File: src/rtl/fha_pkg.sv
// Package for the flow harmonic accumulator: sizes, widths, CORDIC angle table
// and the rounding and saturation helpers. No dependencies.
package fha_pkg;

    localparam int NUM_BINS      = 32;
    localparam int NUM_HARMONICS = 6;
    localparam int NUM_SPECIES   = 16;

    localparam int PT_W   = 24;
    localparam int SP_W   = 4;
    localparam int BIN_W  = 5;
    localparam int HARM_W = 3;
    localparam int CNT_W  = 32;
    localparam int SUM_W  = 40;
    localparam int Q_W    = 16;
    localparam int SQ_W   = 2 * PT_W;

    localparam int CORDIC_STEPS = 20;
    localparam int STEP_W       = $clog2(CORDIC_STEPS);
    localparam int XY_W         = 44;
    localparam int Z_W          = 32;

    localparam int CNT_DEPTH = NUM_SPECIES * NUM_BINS;
    localparam int SUM_DEPTH = NUM_HARMONICS * NUM_SPECIES * NUM_BINS;
    localparam int CNT_AW    = $clog2(CNT_DEPTH);
    localparam int SUM_AW    = $clog2(SUM_DEPTH);
    localparam int H_W       = $clog2(NUM_HARMONICS + 1);

    localparam logic signed [XY_W-1:0] CORDIC_GAIN = XY_W'(652032874);

    typedef struct packed {
        logic start;
        logic vectoring;
    } cordic_cmd_t;

    // Angle of step i in units of 2^-32 turn.
    function automatic logic [Z_W-1:0] turn_angle(input logic [STEP_W-1:0] i);
        logic [Z_W-1:0] a;
        case (i)
            5'd0:    a = 32'd536870912;
            5'd1:    a = 32'd316933406;
            5'd2:    a = 32'd167458907;
            5'd3:    a = 32'd85004756;
            5'd4:    a = 32'd42667331;
            5'd5:    a = 32'd21354465;
            5'd6:    a = 32'd10679838;
            5'd7:    a = 32'd5340245;
            5'd8:    a = 32'd2670163;
            5'd9:    a = 32'd1335087;
            5'd10:   a = 32'd667544;
            5'd11:   a = 32'd333772;
            5'd12:   a = 32'd166886;
            5'd13:   a = 32'd83443;
            5'd14:   a = 32'd41722;
            5'd15:   a = 32'd20861;
            5'd16:   a = 32'd10430;
            5'd17:   a = 32'd5215;
            5'd18:   a = 32'd2608;
            5'd19:   a = 32'd1304;
            default: a = '0;
        endcase
        return a;
    endfunction

    // Round a CORDIC output to Q1.15 (half up), negate if asked, then clamp.
    function automatic logic signed [Q_W-1:0] to_q15(input logic signed [XY_W-1:0] v,
                                                     input logic neg);
        logic signed [XY_W-1:0] r;
        r = (v + XY_W'(16384)) >>> 15;
        if (neg) begin
            r = -r;
        end
        if (r > XY_W'(32767)) begin
            r = XY_W'(32767);
        end else if (r < -XY_W'(32768)) begin
            r = -XY_W'(32768);
        end
        return r[Q_W-1:0];
    endfunction

    // Saturating accumulate into a 40-bit sum.
    function automatic logic signed [SUM_W-1:0] sat_add(input logic signed [SUM_W-1:0] a,
                                                        input logic signed [Q_W-1:0] b);
        logic signed [SUM_W:0] s;
        s = {a[SUM_W-1], a} + (SUM_W+1)'(b);
        if (s[SUM_W] != s[SUM_W-1]) begin
            return s[SUM_W] ? {1'b1, {(SUM_W-1){1'b0}}} : {1'b0, {(SUM_W-1){1'b1}}};
        end
        return s[SUM_W-1:0];
    endfunction

endpackage

File: src/rtl/fha_cordic.sv
// Shared CORDIC unit, one micro-rotation per cycle, vectoring or rotation mode.
// Depends on fha_pkg.
module fha_cordic (
    input  logic                               aclk,
    input  logic                               aresetn,
    input  fha_pkg::cordic_cmd_t               cmd,
    input  logic signed [fha_pkg::XY_W-1:0]    x_in,
    input  logic signed [fha_pkg::XY_W-1:0]    y_in,
    input  logic        [fha_pkg::Z_W-1:0]     z_in,
    output logic                               done,
    output logic signed [fha_pkg::XY_W-1:0]    x_out,
    output logic signed [fha_pkg::XY_W-1:0]    y_out,
    output logic        [fha_pkg::Z_W-1:0]     z_out
);
    import fha_pkg::*;

    logic                     busy_reg;
    logic                     done_reg;
    logic                     vec_reg;
    logic [STEP_W-1:0]        step_reg;
    logic signed [XY_W-1:0]   x_reg;
    logic signed [XY_W-1:0]   y_reg;
    logic [Z_W-1:0]           z_reg;
    logic                     sigma;
    logic signed [XY_W-1:0]   xs;
    logic signed [XY_W-1:0]   ys;

    // Vectoring drives y toward zero, rotation drives z toward zero.
    assign sigma = vec_reg ? (y_reg[XY_W-1] || (y_reg == '0)) : !z_reg[Z_W-1];
    assign xs    = x_reg >>> step_reg;
    assign ys    = y_reg >>> step_reg;

    always_ff @(posedge aclk) begin
        if (!aresetn) begin
            busy_reg <= 1'b0;
            done_reg <= 1'b0;
            step_reg <= '0;
        end else begin
            done_reg <= 1'b0;
            if (cmd.start) begin
                busy_reg <= 1'b1;
                step_reg <= '0;
            end else if (busy_reg) begin
                if (step_reg == STEP_W'(CORDIC_STEPS - 1)) begin
                    busy_reg <= 1'b0;
                    done_reg <= 1'b1;
                end else begin
                    step_reg <= step_reg + 1'b1;
                end
            end
        end
    end

    always_ff @(posedge aclk) begin
        if (cmd.start) begin
            vec_reg <= cmd.vectoring;
            x_reg   <= x_in;
            y_reg   <= y_in;
            z_reg   <= z_in;
        end else if (busy_reg) begin
            if (sigma) begin
                x_reg <= x_reg - ys;
                y_reg <= y_reg + xs;
                z_reg <= z_reg - turn_angle(step_reg);
            end else begin
                x_reg <= x_reg + ys;
                y_reg <= y_reg - xs;
                z_reg <= z_reg + turn_angle(step_reg);
            end
        end
    end

    assign done  = done_reg;
    assign x_out = x_reg;
    assign y_out = y_reg;
    assign z_out = z_reg;

endmodule

File: config.mk
export PLATFORM = sky130hd
export DESIGN_NAME = fha_cordic
export DESIGN_NICKNAME = d
export VERILOG_FILES = /design/src/rtl/fha_pkg.sv /design/src/rtl/fha_cordic.sv
export SDC_FILE = /design/constraint.sdc
export NUM_CORES = 1
export LEC_CHECK = 0
export BUFFER_PORTS_ARGS = -buffer_cell sky130_fd_sc_hd__buf_2
export CELL_PAD_IN_SITES_DETAIL_PLACEMENT = 0
export CELL_PAD_IN_SITES_GLOBAL_PLACEMENT = 2
export CORE_MARGIN = 2
export CORE_UTILIZATION = 35
export DETAILED_ROUTE_END_ITERATION = 7
export PLACE_DENSITY = 0.77
export SYNTH_ARGS = -nofsm -noshare
export SYNTH_HDL_FRONTEND = slang
export SYNTH_SLANG_ARGS = --single-unit
File: constraint.sdc
create_clock -name aclk -period 7.75 [get_ports aclk]
set_input_delay 1.55 -clock aclk [delete_from_list [all_inputs] [get_ports aclk]]
set_output_delay 1.55 -clock aclk [all_outputs]
set_load 0.01 [all_outputs]
# Word-level counts from Yosys, hierarchy flattened
# Memory sizes are Yosys's and may differ from the RTL's. A register that Yosys moved wholly into a read port is not among the register bits.
# Cells that the tools add are included.
dict set report word_totals {
  ff_bits 128
  romBits 1920
  out_inout_bits 121
  n_memories 2
}
# memory depth word_bits read_ports rd_ports_with_merged_regs write_ports line
set mem_list {}
lappend mem_list {{(name not given)} 32 30 1 1 0 fha_pkg.sv:39} ;# case (i)
lappend mem_list {{(name not given)} 32 30 1 1 0 fha_pkg.sv:39}
dict set report classes {
  addsub 7
  n_eq_ne 1
  n_shift 2
  n_mux 24
  bitwise 3
  reduce_logical 7
}
# op count
set op_table {}
lappend op_table {{two-way mux 32 bit} 9}
lappend op_table {{two-way mux 44 bit} 6}
lappend op_table {{adder 44 bit} 2}
lappend op_table {{>>> shifter 44 x 5 -> 44 bit} 2}
lappend op_table {{subtractor 44 bit} 2}
lappend op_table {{zero test 44 bit} 1}
lappend op_table {{adder 32 bit} 1}
lappend op_table {{subtractor 32 bit} 1}
lappend op_table {{two-way mux 5 bit} 4}
lappend op_table {{adder 5 x 1 -> 5 bit (second input constant)} 1}
lappend op_table {{equality test 5 bit (second input constant)} 1}
lappend op_table {{two-way mux 1 bit} 5}
lappend op_table {{NOT 1 bit} 3}
lappend op_table {{OR reduction 3 bit} 1}
lappend op_table {{AND reduction 2 bit} 1}
lappend op_table {{nonzero test 2 bit} 1}
lappend op_table {{OR reduction 2 bit} 1}
lappend op_table {{zero test 1 bit} 1}
lappend op_table {{logical OR 1 bit} 1}

# Longest topological paths before layout
# Gate-level depths: netlist (run 1).
dict set report depth {
  word_depth 10
  mapped_depth 29
}

# Least setup slack after synthesis (run 1)
# Ideal clock, no wire load.
dict set report synth_timing {
  path_kind {reg-to-reg}
  from {register step_reg[0]}
  to {register y_reg[39] (netlist: y_out[39]) (data pin)}
  setup_time_ps 260
  arrival_time_ps 5715
  slack_ps 1775
  path_stages_with_launch 28
  path_buffers 5
  path_cell_list {dfxtp_1 buf_6 buf_4 buf_4 buf_2 buf_2 mux2i_1 o22ai_1 a2111oi_0 o21ai_0 nand3_1 ha_1 inv_1 a2111oi_2 and3_1 a21oi_1 xnor2_1 ha_1 nand4_1 or4_1 o211a_1 a311o_1 a211oi_1 o21a_1 o21a_1 nor2_1 xnor2_1 mux2_2}
}
dict set report synth_via {
  elab_chain_len 5
}
# item line
set synth_lines {}
lappend synth_lines {{start: declaration} fha_cordic.sv:20} ;# logic [STEP_W-1:0] step_reg;
lappend synth_lines {{start signal: assignment} fha_cordic.sv:48} ;# step_reg <= step_reg + 1'b1;
lappend synth_lines {{>>> shifter 44 x 5 -> 44 bit *} fha_cordic.sv:30} ;# assign xs = x_reg >>> step_reg;
lappend synth_lines {{subtractor 44 bit / adder 44 bit (equally long branches)} {fha_cordic.sv:67, fha_cordic.sv:63}}
lappend synth_lines {{two-way mux 44 bit *} fha_cordic.sv:61} ;# if (sigma) begin
lappend synth_lines {{two-way mux 44 bit *} fha_cordic.sv:60} ;# end else if (busy_reg) begin
lappend synth_lines {{two-way mux 44 bit *} fha_cordic.sv:55} ;# if (cmd.start) begin
lappend synth_lines {{end signal: assignment} fha_cordic.sv:58} ;# y_reg <= y_in;
lappend synth_lines {{end signal: assignment} fha_cordic.sv:63} ;# y_reg <= y_reg + xs;
lappend synth_lines {{end signal: assignment} fha_cordic.sv:67} ;# y_reg <= y_reg - xs;
lappend synth_lines {{end: declaration} fha_cordic.sv:22} ;# logic signed [XY_W-1:0] y_reg;
# Mark *: on every way between the ends. The rest lies on a longest branch, timed or not. The select of a mux whose other input is x is not followed.
# A chain may end at the register's enable or synchronous reset.

# Worst setup path in the final report (run 1)
dict set report layout_timing {
  from {register step_reg[3]}
  to {register x_reg[42] (netlist: x_out[42]) (data pin)}
}
dict set report layout_via {
  elab_chain_len 5
}
# item line
set layout_lines {}
lappend layout_lines {{>>> shifter 44 x 5 -> 44 bit *} fha_cordic.sv:31} ;# assign ys = y_reg >>> step_reg;
lappend layout_lines {{adder 44 bit / subtractor 44 bit (equally long branches)} {fha_cordic.sv:66, fha_cordic.sv:62}}
lappend layout_lines {{two-way mux 44 bit *} fha_cordic.sv:61}
lappend layout_lines {{two-way mux 44 bit *} fha_cordic.sv:60}
lappend layout_lines {{two-way mux 44 bit *} fha_cordic.sv:55}
lappend layout_lines {{end signal: assignment} fha_cordic.sv:57} ;# x_reg <= x_in;
lappend layout_lines {{end signal: assignment} fha_cordic.sv:62} ;# x_reg <= x_reg - ys;
lappend layout_lines {{end signal: assignment} fha_cordic.sv:66} ;# x_reg <= x_reg + ys;
lappend layout_lines {{end: declaration} fha_cordic.sv:21} ;# logic signed [XY_W-1:0] x_reg;
# Marked as above.

==> impl_metrics.env, run 1 <==
export IMPL_cp_common_cell="o21ai_0"
export IMPL_cp_required_ns=7.98
export IMPL_power_frac_comb=0.777
export IMPL_timing_final_crit_share=0.9553
export IMPL_area_delta_synth_final_pct=12.59
export IMPL_root_buffer="clkbuf_16"
export IMPL_setup_viol=0
export IMPL_clk_pin_slew_worst_paths_ns=0.08
export IMPL_synth_edf_count=121
export IMPL_fin_ws_ns=0.3464
export IMPL_hold_path_class="register to register"
export IMPL_wl_per_cell_um=27.55
export IMPL_syn_instance_count=2659
export IMPL_grt_pass1_vias=22290
export IMPL_pwr_share_clk=0.063
export IMPL_yosysMostFrequentCell="nand2_1"
export IMPL_clock_skew_ns=0.02085
export IMPL_cp_max_fo=51
export IMPL_syn_nets=2923
export IMPL_grt_pass1_wl_um=149600
export IMPL_arrival_ns=7.63
export IMPL_rsz0062_at_grt="false"
export IMPL_power_leakage_nw=10.03
export IMPL_final_cell_area_mm2=0.02544
export IMPL_ys_top_cells_by_count="nand2_1, o21ai_0, a21oi_1"
export IMPL_synth_top_flop_cell="edfxtp_1"
export IMPL_synth_top_cells_by_area="edfxtp_1, mux4_2, ha_1"
export IMPL_final_hold_viol_count=0
export IMPL_drt_iter0_drc=2036
export IMPL_dieHeight_um=258.1
export IMPL_slew_viol_final=0
export IMPL_rrSetupSlack_ns=0.35
export IMPL_dp_hpwl_um=80400
export IMPL_antenna_found_initial=3
export IMPL_drive_gt1_frac=0.2085
export IMPL_clk_path_buf_depth=2
export IMPL_htree_levels=4
export IMPL_port_buffers=244
export IMPL_p_int_w=0.006765
export IMPL_grt_ovfl_total=0
export IMPL_gp_congestion=0.9812
export IMPL_synth_warnings=0
export IMPL_drt_pass1_iterations=7
export IMPL_numCtsBuffers=17
export IMPL_dp_slack_ns=0.5162
export IMPL_syn_area_per_cell_um2=8.499
export IMPL_cts_tree="built"
export IMPL_path_class="register to register"
export IMPL_wl_um=102300
export IMPL_synth_top_cell_area_share=0.1608
export IMPL_p_per_area_mw_per_mm2=579.9
export IMPL_worstMarginPinSlew_ns=1.174
export IMPL_die_x_um=258.1
export IMPL_drv_cap=0
export IMPL_track_usage=0.2984
export IMPL_max_slew_margin=0.2147
export IMPL_ioPinCount=245
export IMPL_vias=23180
export IMPL_synth_area_mm2=0.02260
export IMPL_grt_max_degree=88
export IMPL_ir_drop_mv=0.2065
export IMPL_period_needed_ns=7.404
export IMPL_critical_path_cell_chain="buf_4, mux4_1, mux2_2, mux2i_1, o211ai_1, nor4b_1, nand4bb_1, o21ai_0, o21ai_0, xnor2_1, ha_1, a21oi_1, o21ai_0, a31oi_1, nor2_1, nor3_1, o211ai_1, a211oi_1, o21ai_0, a2111oi_0, a221oi_1"
export IMPL_synth_distinct_cells=101
export IMPL_dp_cells=3679
export IMPL_max_stage_delay_ns=0.81
export IMPL_yosysTopAreaCell="edfxtp_1"
export IMPL_drt_drc_violations_left=0
export IMPL_cp_start_kind="register"
export IMPL_via_per_inst=6.241
export IMPL_clk_latency_ns=0.51
export IMPL_yosysSeqAreaShare=0.1936
export IMPL_nets=3109
export IMPL_critPathCaptureType="register"
export IMPL_ys_seq_elements=158
export IMPL_floorplan_initialDensity=0.3525
export IMPL_switching_share=0.5415
export IMPL_status="finished, final reports clean"
export IMPL_fin_cells=3714
export IMPL_crit_slowest_cell="dfxtp_4"
export IMPL_num_rows=93
export IMPL_switchingPower_w=0.007990
export IMPL_dieArea_mm2=0.06661
export IMPL_clock_fmax_mhz=135.1
export IMPL_ys_async_sr_fraction=0
export IMPL_tns_ns=0
export IMPL_ant_nets=0
export IMPL_placed_area_mm2=0.02479
export IMPL_core_mm2=0.06412
export IMPL_clkSinkCount=158
export IMPL_seqPwrFrac=0.160
==> layout by cell type, fill, tap and decap left out, drive strengths merged, types with 69 or more instances in the layout <==
master / count
buf: 334
nand2: 272
o21ai: 218
a21oi: 180
nor2: 160
ha: 137
edfxtp: 121
xnor2: 111
mux2i: 103
mux4: 95
xor2: 88
mux2: 76
inv: 74
a21o: 69
==> worst paths after layout <==
check | start | endpoint | cells past startpoint
setup / recovery | step_reg[3] | x_out[42] | 21
hold / removal | busy_reg | done | 2
setup reg to reg | step_reg[3] | x_out[42] | 21
hold reg to reg | busy_reg | done | 2
==> critical path: cells and delay by family (launching register included) <==
kind                     cells  cell delay [ns]
multiplexers                 3             1.10
AND/OR/NAND/NOR              4             1.42
XOR/XNOR                     1             0.17
AO/OA/AOI/OAI               11             2.92
flip-flops                   1             0.81
adder cells (fa/ha/maj)      1             0.34
buffers and inverters        1             0.33
==> cell families (layout without fill, tap and decap cells) <==
family	after synthesis	in the layout	share of synthesized area
compound gates	856	856	0.2487
xor+xnor	200	200	0.07812
fa+ha+maj	140	140	0.07851
buf+inv	234	433	0.04955
flops	158	158	0.1936
mux	274	274	0.1798
other cells	0	1	0
simple gates	797	797	0.1718
==> power groups by stage <==
stage	clock network [W]	logic, W	registers [W]
after floorplan	0	0.00808	0.00205
after global placement	0	0.0113	0.00236
after detailed placement	0	0.0113	0.00236
after CTS	0.000964	0.0114	0.00234
after global routing	0.000986	0.0126	0.00239
final	0.000933	0.0115	0.00235
==> what timing repair did <==
item,4_1_cts,5_1_grt
hold buffers,0,0
setup endpoints to repair,0,2
setup buffers,0,2
gates resized for setup,0,1
==> cell type report <==
type | count | area [um^2]
well taps | 855 | 1070
fillers | 6661 | 38670
flip-flops and latches | 158 | 4390
multi-input cells | 2267 | 17140
clock inverters | 13 | 136.4
clock buffers | 19 | 464.2
diodes | 1 | 2.502
inverters | 67 | 251.5
repair buffers | 334 | 1986
==> metrics by stage <==
stage	power [W]	util	hold WS (ns)
final	0.01475	0.3968	0.6314
after detailed placement	0.01367	0.3866	0.6089
after CTS	0.01470	0.3960	0.6219
after global placement	0.01365	0.3866	0.6101
after global routing	0.01596	0.3968	0.6568
after floorplan	0.01013	-	0.4773
==> per-layer routing <==
metal	up-vias	global-route usage	wire [um]
met5	-	0	18
met4	2	0.1260	4474
met3	191	0.04368	5734
met2	930	0.4991	48880
met1	11480	0.3838	43200
li1	10570	-	-
Note: power is estimated with default switching activity, not from simulation.
==> run 2, diff against run 1 <==
--- a/config.mk
+++ b/config.mk
@@ -8,7 +8,6 @@
 export BUFFER_PORTS_ARGS = -buffer_cell sky130_fd_sc_hd__buf_2
 export CELL_PAD_IN_SITES_DETAIL_PLACEMENT = 0
 export CELL_PAD_IN_SITES_GLOBAL_PLACEMENT = 2
-export CORE_MARGIN = 2
 export CORE_UTILIZATION = 35
 export DETAILED_ROUTE_END_ITERATION = 7
 export PLACE_DENSITY = 0.77
==> run 2 against run 1 <==
Compared with the run above:
- critical path depth grew 3
- clock power shrank 0.8%
- cell area is essentially flat
- register-to-register slack is essentially flat
- maximum frequency grew 0.17%
- core utilization grew 0.41 points
- sequential power is essentially flat
- non-clock buffer count shrank 4
- combinational power is essentially flat
- setup slack gained 0.012 ns
- die area shrank 1.5%
- largest cell class unchanged
- largest power group unchanged
- highest routed layer is now met4
==> impl_metrics.env, run 2 (synthesized netlist as in run 1, its figures left out) <==
export IMPL_track_usage=0.2987
export IMPL_path_delay_family="simple AND/OR/NAND/NOR gates"
export IMPL_cp_required_ns=8.12
export IMPL_grt_pass1_vias=22030
export IMPL_rrSetupSlack_ns=0.36
export IMPL_tns_ns=0
export IMPL_clock_skew_ns=0.02948
export IMPL_dp_cells=3665
export IMPL_path_class="register to register"
export IMPL_ioPinCount=245
export IMPL_rsz0062_at_grt="false"
export IMPL_worstMarginPinSlew_ns=1.200
export IMPL_slew_viol_final=0
export IMPL_final_hold_viol_count=0
export IMPL_mostFrequentLayoutCell="nand2_1"
export IMPL_nFillCells=6539
export IMPL_worstHoldStart="busy_reg"
export IMPL_r2r_start="step_reg[0]"
export IMPL_max_stage_delay_ns=0.90
export IMPL_nets=3105
export IMPL_clk_latency_ns=0.53
export IMPL_drive_gt1_frac=0.2074
export IMPL_r2r_cells=24
export IMPL_arrival_ns=7.76
export IMPL_area_delta_synth_final_pct=12.53
export IMPL_via_per_inst=6.285
export IMPL_critical_path_cell_chain="nor2b_1, a22oi_1, and3_1, a2111oi_0, or3_1, ha_1, and2_1, nand4_1, nor2b_1, buf_4, a21oi_1, xor2_1, ha_1, inv_1, o21bai_1, a21oi_1, o21ai_0, nor3_1, o21ai_0, a2111oi_0, buf_4, nor3_1, or4_1, nand3_1"
export IMPL_grt_pass1_wl_um=147900
export IMPL_grt_max_degree=93
export IMPL_gp_congestion=0.9995
export IMPL_ant_nets=0
export IMPL_num_rows=92
export IMPL_vias=23270
export IMPL_drv_cap=0
export IMPL_r2r_end="x_out[36]"
export IMPL_grt_ovfl_total=0
export IMPL_fin_cells=3703
export IMPL_clock_fmax_mhz=135.3
export IMPL_wl_um=101100
export IMPL_dp_hpwl_um=78690
export IMPL_htree_levels=4
export IMPL_critPathCaptureType="register"
export IMPL_crit_start="step_reg[0]"
export IMPL_utilization=0.4009
export IMPL_drt_pass1_iterations=5
export IMPL_mostFrequentLayoutCells="nand2_1, buf_2, o21ai_0"
export IMPL_setup_viol=0
export IMPL_core_mm2=0.06343
export IMPL_cts_tree="built"
export IMPL_status="finished, final reports clean"
export IMPL_worstHoldEndpoint="busy_reg"
export IMPL_timing_final_crit_share=0.9537
export IMPL_cp_max_fo=47
export IMPL_cp_num_cells=24
export IMPL_clkSinkCount=158
export IMPL_crit_slowest_cell="nor2b_1"
export IMPL_die_x_um=256.1
export IMPL_ir_drop_mv=0.2137
export IMPL_clk_path_buf_depth=2
export IMPL_floorplan_initialDensity=0.3563
export IMPL_port_buffers=244
export IMPL_p_per_area_mw_per_mm2=577.1
export IMPL_hold_depth=2
export IMPL_hold_ws_ns=0.6297
export IMPL_clk_pin_slew_worst_paths_ns=0.10
export IMPL_power_leakage_nw=10.01
export IMPL_drt_drc_violations_left=0
export IMPL_drt_iter0_drc=2199
export IMPL_wl_per_cell_um=27.30
export IMPL_antenna_found_initial=3
export IMPL_root_buffer="clkbuf_16"
export IMPL_hold_path_class="register to register"
export IMPL_dieArea_mm2=0.06558
export IMPL_period_needed_ns=7.391
export IMPL_dieHeight_um=256.1
export IMPL_max_slew_margin=0.1973
export IMPL_worst_path_buf_inv=3
export IMPL_cp_start_kind="register"
export IMPL_numCtsBuffers=17
[run 2: cell types whose count changed in the layout (fill, tap and decap cells not counted), sizes merged]
cell    previous run  this run
buf              334       330
clkbuf            19        17
clkinv             6        10
diode              1         3
inv               74        72
[run 2: worst reg2reg max path, delay by kind of cell, from the launching register on]
family	cells	cell delay (ns)
compound gates	8	1.93
xor+xnor	1	0.17
fa+ha+maj	2	0.57
buf+inv	3	0.50
flops	1	0.84
simple gates	10	3.24
[run 2: cell type report]
type	instances	area [um^2]	area share
antenna	3	7.507	0.0002952
clock buffer	17	425.4	0.01673
clock inverter	15	167.7	0.006593
inverter	67	251.5	0.009890
multi-input combinational	2267	17140	0.6741
sequential	158	4390	0.1727
tap	846	1059	0.04163
timing repair buffer	330	1986	0.07808
[run 2: where the power goes]
group          leakage [nW]  internal [W]  switching (W)  total (W)
combinational          8.18       0.00480        0.00663     0.0114
clock                 0.292      0.000435       0.000491   0.000926
sequential             1.54       0.00149       0.000828    0.00232
[run 2: how the worst max path moves through the flow]
stage | to
floorplan | y_out[39]
global placement | y_out[39]
detailed placement | x_out[36]
CTS | y_out[39]
global route | x_out[36]
finish | x_out[36]
[run 2: timing repair]
action	in CTS	in global routing
setup endpoints to repair	0	7
resized for setup	0	2
setup buffers	0	3
hold buffers	0	0
[run 2: metal layers]
metal	vias to the layer above	global-route usage	wire, um
met4	0	0.1243	4244
met3	187	0.04536	7411
met1	11440	0.3866	41870
li1	10580	-	-
met5	-	0	0
met2	1074	0.4937	47550
[run 2: metrics by stage]
stage / setup slack [ns] / total power (W) / area, um^2
final: 0.3589 / 0.01467 / 25430
after CTS: 0.4431 / 0.01460 / 25350
after detailed placement: 0.4942 / 0.01358 / 24760
after floorplan: 1.775 / 0.01013 / 22600
after global placement: 0.5374 / 0.01355 / 24760
after global routing: 0.01229 / 0.01587 / 25420
